### config.mk
export PLATFORM = sky130hd
export DESIGN_NAME = indexed_insert_vector_unit
export DESIGN_NICKNAME = d
export VERILOG_FILES = /design/src/design/iiv_pkg.sv /design/src/design/iiv_cell.sv /design/src/design/indexed_insert_vector_unit.sv
export SDC_FILE = /design/constraint.sdc
export NUM_CORES = 1
export LEC_CHECK = 0
export BUFFER_PORTS_ARGS = -buffer_cell sky130_fd_sc_hd__buf_2
export CORE_MARGIN = 4
export CORE_UTILIZATION = 45
export DETAILED_ROUTE_END_ITERATION = 8
export PLACE_DENSITY = 0.66
export SYNTH_ARGS = -nofsm -noshare
export SYNTH_HDL_FRONTEND = slang
export SYNTH_SLANG_ARGS = --single-unit
### constraint.sdc
create_clock -name clk -period 17.2 [get_ports clk]
set_input_delay 5.16 -clock clk [delete_from_list [all_inputs] [get_ports clk]]
set_output_delay 5.16 -clock clk [all_outputs]
set_load 0.02 [all_outputs]
### src/design/iiv_pkg.sv
// shared types and codes for the indexed insert vector unit
package iiv_pkg;

  // default number of entries in the list
  localparam int unsigned DEFAULT_CAPACITY = 32;

  // field widths
  localparam int unsigned KIND_W   = 2;
  localparam int unsigned POS_W    = 6;
  localparam int unsigned WORD_W   = 32;
  localparam int unsigned STATUS_W = 2;
  localparam int unsigned COUNT_W  = 6;

  // request kinds
  typedef enum logic [KIND_W-1:0] {
    KIND_PUSH   = 2'd0,
    KIND_INSERT = 2'd1,
    KIND_POP    = 2'd2,
    KIND_READ   = 2'd3
  } kind_t;

  // result status codes
  typedef enum logic [STATUS_W-1:0] {
    ST_OK    = 2'd0,
    ST_RANGE = 2'd1,
    ST_EMPTY = 2'd2,
    ST_FULL  = 2'd3
  } status_t;

  // control broadcast to every storage stage
  typedef struct packed {
    logic             wr_en;
    logic [POS_W-1:0] wr_pos;
    logic [POS_W-1:0] rd_pos;
  } stage_ctrl_t;

endpackage

### src/design/iiv_cell.sv
// one storage stage of the list: holds one word, takes it from its lower neighbor on a shift
module iiv_cell #(
  parameter int unsigned INDEX = 0
) (
  input  logic                          clk,
  input  iiv_pkg::stage_ctrl_t          ctrl,
  input  logic [iiv_pkg::WORD_W-1:0]    prev_word,
  input  logic [iiv_pkg::WORD_W-1:0]    value,
  output logic [iiv_pkg::WORD_W-1:0]    word,
  output logic [iiv_pkg::WORD_W-1:0]    rd_word
);
  import iiv_pkg::*;

  localparam logic [POS_W-1:0] MY_POS = POS_W'(INDEX);

  // load at the write position, shift up above it
  always_ff @(posedge clk) begin
    if (ctrl.wr_en) begin
      if (ctrl.wr_pos == MY_POS) begin
        word <= value;
      end else if (MY_POS > ctrl.wr_pos) begin
        word <= prev_word;
      end
    end
  end

  // drive the word only when this stage is addressed
  assign rd_word = (ctrl.rd_pos == MY_POS) ? word : '0;

endmodule

### src/design/indexed_insert_vector_unit.sv
// top level of the indexed insert vector unit: request decode, storage row and result register
// the result of each request is loaded into the output register when the request is accepted
// throughput: one request per cycle while results are taken; an accepted insert shifts the stages above its position
// the next request is taken while a result waits, as long as the output register frees up
// reset clears the entry count and the output valid; stored words are undefined until written
module indexed_insert_vector_unit #(
  parameter int unsigned CAPACITY = iiv_pkg::DEFAULT_CAPACITY
) (
  input  logic        clk,
  input  logic        rst,
  input  logic        s_tvalid,
  output logic        s_tready,
  input  logic [39:0] s_tdata,   // position[5:0], value[37:6], zero[39:38]
  input  logic [1:0]  s_tuser,   // kind[1:0]
  output logic        m_tvalid,
  input  logic        m_tready,
  output logic [39:0] m_tdata,   // read_value[31:0], count[37:32], zero[39:38]
  output logic [1:0]  m_tuser    // status[1:0]
);
  import iiv_pkg::*;

  localparam int unsigned FILL_W = $clog2(CAPACITY + 1);
  localparam int unsigned EXT_W  = 7;
  localparam logic [EXT_W-1:0] CAP_EXT = EXT_W'(CAPACITY);

  // request fields
  kind_t             kind;
  logic [POS_W-1:0]  position;
  logic [WORD_W-1:0] value;

  assign kind     = kind_t'(s_tuser);
  assign position = s_tdata[POS_W-1:0];
  assign value    = s_tdata[POS_W +: WORD_W];

  // state
  logic [FILL_W-1:0] fill;
  logic [FILL_W-1:0] fill_next;
  logic [EXT_W-1:0]  fill_ext;
  logic [EXT_W-1:0]  fill_next_ext;
  logic [EXT_W-1:0]  pos_ext;

  logic accept;
  logic rd_hit;
  status_t status_next;
  stage_ctrl_t ctrl;

  // result register
  logic [WORD_W-1:0]  res_value;
  status_t            res_status;
  logic [COUNT_W-1:0] res_count;
  logic [WORD_W-1:0]  rd_value;

  assign s_tready = !m_tvalid || m_tready;
  assign accept   = s_tvalid && s_tready;
  assign fill_ext = EXT_W'(fill);
  assign pos_ext  = EXT_W'(position);

  // request decode
  always_comb begin
    status_next = ST_OK;
    fill_next   = fill;
    ctrl.wr_en  = 1'b0;
    ctrl.wr_pos = POS_W'(fill);
    ctrl.rd_pos = position;
    rd_hit      = 1'b0;
    unique case (kind)
      KIND_PUSH: begin
        if (fill_ext >= CAP_EXT) begin
          status_next = ST_FULL;
        end else begin
          ctrl.wr_en = accept;
          fill_next  = fill + 1'b1;
        end
      end
      KIND_INSERT: begin
        ctrl.wr_pos = position;
        if (pos_ext > fill_ext) begin
          status_next = ST_RANGE;
        end else if (fill_ext >= CAP_EXT) begin
          status_next = ST_FULL;
        end else begin
          ctrl.wr_en = accept;
          fill_next  = fill + 1'b1;
        end
      end
      KIND_POP: begin
        if (fill == '0) begin
          status_next = ST_EMPTY;
        end else begin
          fill_next = fill - 1'b1;
        end
      end
      KIND_READ: begin
        if (fill == '0) begin
          status_next = ST_EMPTY;
        end else if (pos_ext >= fill_ext) begin
          status_next = ST_RANGE;
        end else begin
          rd_hit = 1'b1;
        end
      end
      default: begin
        status_next = ST_OK;
      end
    endcase
  end

  assign fill_next_ext = EXT_W'(fill_next);

  // storage row
  logic [WORD_W-1:0] words    [CAPACITY];
  logic [WORD_W-1:0] rd_words [CAPACITY];

  for (genvar i = 0; i < CAPACITY; i++) begin : g_stage
    logic [WORD_W-1:0] prev_word;
    if (i == 0) begin : g_first
      assign prev_word = value;
    end else begin : g_rest
      assign prev_word = words[i-1];
    end
    iiv_cell #(
      .INDEX (i)
    ) u_stage (
      .clk       (clk),
      .ctrl      (ctrl),
      .prev_word (prev_word),
      .value     (value),
      .word      (words[i]),
      .rd_word   (rd_words[i])
    );
  end

  // combine the addressed stage output
  always_comb begin
    rd_value = '0;
    for (int i = 0; i < CAPACITY; i++) begin
      rd_value = rd_value | rd_words[i];
    end
  end

  // entry count
  always_ff @(posedge clk) begin
    if (rst) begin
      fill <= '0;
    end else if (accept) begin
      fill <= fill_next;
    end
  end

  // output valid
  always_ff @(posedge clk) begin
    if (rst) begin
      m_tvalid <= 1'b0;
    end else if (accept) begin
      m_tvalid <= 1'b1;
    end else if (m_tready) begin
      m_tvalid <= 1'b0;
    end
  end

  // result payload
  always_ff @(posedge clk) begin
    if (accept) begin
      res_value  <= rd_hit ? rd_value : '0;
      res_status <= status_next;
      res_count  <= fill_next_ext[COUNT_W-1:0];
    end
  end

  assign m_tdata = {2'b00, res_count, res_value};
  assign m_tuser = res_status;

endmodule

==> out/qor_table.md <==
| Stage | Metric | This run |
|:---|:---|:---|
| route | Drt via density | 7.33 |
| clocking | Cells resized by post-CTS repair | 0 |
| synth | Synthesized flop and latch total | 1071 |
| route | DR WL met2 | 91400 um |
| global route | Global-route wire length before repair | 284000 um |
| clocking | Number of buffers on the longest clock path | 3 |
| worst setup path | Crit. End Element | output port |
| route | DRT antenna net count | 0 |
| clocking | Number of CTS-inserted buffers | 113 |
| timing | Setup TNS | 0 ns |
| worst setup path | Data arrival time at the worst-slack endpoint | 5.57 ns |
| clocking | Clk sink count | 1071 |
| global route | Number of global-route vias before repair | 34600 |
| clocking | Setup repair bufs after CTS | 0 |
| synth | Post-synthesis area per instance | 15.0 um2 |
| route | Remaining design rule violation count | 0 |
| run | MaxCap Viol Count | 0 |
| synth | Number of cells produced by synthesis | 3422 |
| synth | Ranking of synthesized cells by instance count | sky130_fd_sc_hd__edfxtp_1, sky130_fd_sc_hd__mux2_2, sky130_fd_sc_hd__a22oi_1 |
| floorplan | Horizontal die dimension | 346 um |
| global route | Global route total overflow | 0 |
| route | Routed metal-1 wire length | 71500 um |
| worst setup path | Slowest stage delay, CP | 0.17 ns |
| power and ir drop | Total design power | 5.94 mW |
| route | Initial drt markers | 6615 |
| status | Run status | complete, no violations |
| layout | Share of final-layout standard cells stronger than drive strength 1 | 39.6% |
| synth | Sequential area share after synthesis | 62.3% |
| worst setup path | Cell type with the highest occurrence count on the critical path | sky130_fd_sc_hd__buf_2 |
| timing | Final Hold Violating Endpoints | 0 |
| power and ir drop | Power density over the cells | 104 nW/um2 |
| power and ir drop | Leakage Power | 18.4 nW |
| synth | Top cells by area, synth | sky130_fd_sc_hd__edfxtp_1, sky130_fd_sc_hd__mux2_2, sky130_fd_sc_hd__a22oi_1, sky130_fd_sc_hd__nand4_1, sky130_fd_sc_hd__clkbuf_1 |
| timing | Unrepaired setup endpoints after global routing | false |
| synth | Post-synthesis cell area | 51500 um2 |
| synth | Asr flop ratio synth | 0% |
| worst setup path | Worst path required time | 12.04 ns |
| route | Count of vias placed by the detailed router | 36700 |
| placement | GP Congestion | 0.858 |
| synth | Count of unique library cells instantiated by Yosys | 65 |
| synth | Proportion of netlist area held by the largest area contributor | 62.1% |
| floorplan | Die Span Y | 346 um |
| synth | Most frequent cell after synthesis | sky130_fd_sc_hd__edfxtp_1 |
| timing | Least-Margin Pin Slew | 1.19 ns |
| worst setup path | Category of the most critical setup path | in2out |
| layout | Post-Layout Inst Area | 57300 um2 |
| route | Uppermost metal layer occupied by signal nets | met5 |
| timing | Fmax | 0.0932 GHz |
| layout | Layout overhead on the synthesized area | 11.4% |
| route | Routed len/inst | 42.2 um |
| synth | Number of synthesized flops with an enable pin | 1064 |
| min path | Class of the tightest hold or removal check | reg2reg |
| global route | Global-route usage over all layers | 33.8% |
| clocking | Clock tree root buffer cell | sky130_fd_sc_hd__clkbuf_16 |
| floorplan | I/O pin total | 90 |
| timing | Max-slew headroom | 20.9% |
| worst setup path | Kind of launch point of the worst setup path | input pin |
| placement | DP HPWL | 101000 um |
| timing | Final worst path period need | 10.73 ns |
| floorplan | Site row count | 123 |
| timing | Slew Limit Fails | 0 |
| route | Final WL | 211000 um |
| route | Length of the first detailed-routing pass in iterations | 6 |
| worst setup path | Cell with the largest stage delay on the worst path | sky130_fd_sc_hd__buf_2 |
| clocking | Number of hold-repair buffers added at the cts stage | 0 |
| clocking | CTS tree | done |
| synth | Predominant post-synthesis flop cell | sky130_fd_sc_hd__edfxtp_1 |
| clocking | Clock Pin Slew Worst Setup and Hold Paths | 0.06 ns |
| clocking | H-Tree Level Count | 3 |
| worst setup path | Critical Path Fanout Max | 3 |
| placement | Placed Instance Area | 53800 um2 |
| synth | Number of warnings printed during yosys synthesis | 0 |
| timing | Final setup violation count | 0 |
| synth | Biggest area consumer among synthesized cells | sky130_fd_sc_hd__edfxtp_1 |
| power and ir drop | VDD IR max | 76.3 uV |
| floorplan | Total Die Area | 120000 um2 |
| timing | Portion of the clock cycle consumed by the worst path in the final layout | 62.4% |
| floorplan | Starting Density | 45.6% |
| global route | Initial antenna violation count | 10 |
| global route | Largest net degree at the start of global routing | 38 |
| route | WL met3 | 31700 um |
| clocking | Clock latency on the worst-skew pair | 0.74 ns |
| floorplan | Core area | 113000 um2 |
| timing | Fin Clk Skew | 0.0493 ns |
| worst setup path | Critical-path cell list | buf_2 > nand2b_1 > buf_2 |
| layout | Number of nets in the layout | 3454 |
| placement | Port-buffer cells | 85 |
-- report_power, final --
group,switching [mW],internal (mW)
clock network,1.10,1.32
logic,0.338,0.143
registers,0.0534,2.99
total,1.49,4.45
-- cells by family (layout without fill, tap and decap cells) --
| group | Yosys count | count (layout) | synth area share (%) |
|---|---|---|---|
| buf+inv | 333 | 406 | 2.86 |
| fa+ha+maj | 9 | 9 | 0.219 |
| xor+xnor | 4 | 4 | 0.0681 |
| other cells | 1 | 13 | 0.00729 |
| simple gates | 392 | 392 | 3.98 |
| compound gates | 616 | 616 | 8.73 |
| flops | 1071 | 1071 | 62.3 |
| mux | 996 | 996 | 21.8 |
-- placed cells by master (no fill, tap or decap), types with 23 or more instances in the layout --
master                         n
sky130_fd_sc_hd__a21oi_1      31
sky130_fd_sc_hd__clkinv_1     26
sky130_fd_sc_hd__clkbuf_1     39
sky130_fd_sc_hd__mux2_2      947
sky130_fd_sc_hd__mux2_1       46
sky130_fd_sc_hd__a22oi_1     512
sky130_fd_sc_hd__nand4_1     108
sky130_fd_sc_hd__clkbuf_16   114
sky130_fd_sc_hd__buf_2        85
sky130_fd_sc_hd__edfxtp_1   1064
sky130_fd_sc_hd__nor2_4       41
sky130_fd_sc_hd__nor2_1       59
sky130_fd_sc_hd__nand2_1      66
sky130_fd_sc_hd__buf_4        94
sky130_fd_sc_hd__nor4_1       23
-- flip-flops by register name, indices dropped and copies added (netlist names) --
signal	count
g_stage.u_stage.word	1024
res_value	32
fill	6
res_count	6
m_tuser	2
m_tvalid	1
-- layer usage --
metal	up-vias	global-route usage, %
met4	2	21.2
met1	18400	42.5
met2	3526	50.8
li1	13800	-
met5	-	0.196
met3	992	11.0
-- critical path, delay by kind of cell --
kind | cells | cell delay, ns
buffers and inverters | 2 | 0.26
and+or+nand+nor | 1 | 0.15
-- area by class of cell --
class                      instances  area, um2
tap                             1500       1880
clock buffer                     154       3010
antenna                           11       27.5
clock inverter                    58        500
sequential                      1071      32100
timing repair buffer             179       1130
fill                            9584      55600
inverter                          15       57.6
multi-input combinational       2019      18600
-- path summary, 6_finish.rpt --
| path | endpoint | cells after the start | slack (ns) | from |
|---|---|---|---|---|
| min reg2reg | m_tvalid$_SDFFE_PP0P_ | 2 | 0.51 | m_tvalid$_SDFFE_PP0P_ |
| max reg2reg | g_stage[11].u_stage.word[13]$_DFFE_PP_ | 10 | 12.38 | fill[4]$_SDFFE_PP0P_ |
| min | m_tvalid$_SDFFE_PP0P_ | 2 | 0.51 | m_tvalid$_SDFFE_PP0P_ |
| max | s_tready | 3 | 6.47 | m_tready |
-- through the flow --
stage	setup slack [ns]	utilization [%]	cells	hold slack [ns]
after CTS	6.46	50.7	4996	0.517
after floorplan	6.64	-	3423	0.529
after global placement	6.46	47.6	4784	0.507
final	6.47	50.8	5007	0.512
after global routing	6.44	50.8	5001	0.553
after detailed placement	6.47	47.6	4784	0.509
Power figures use the tool's default switching activity.
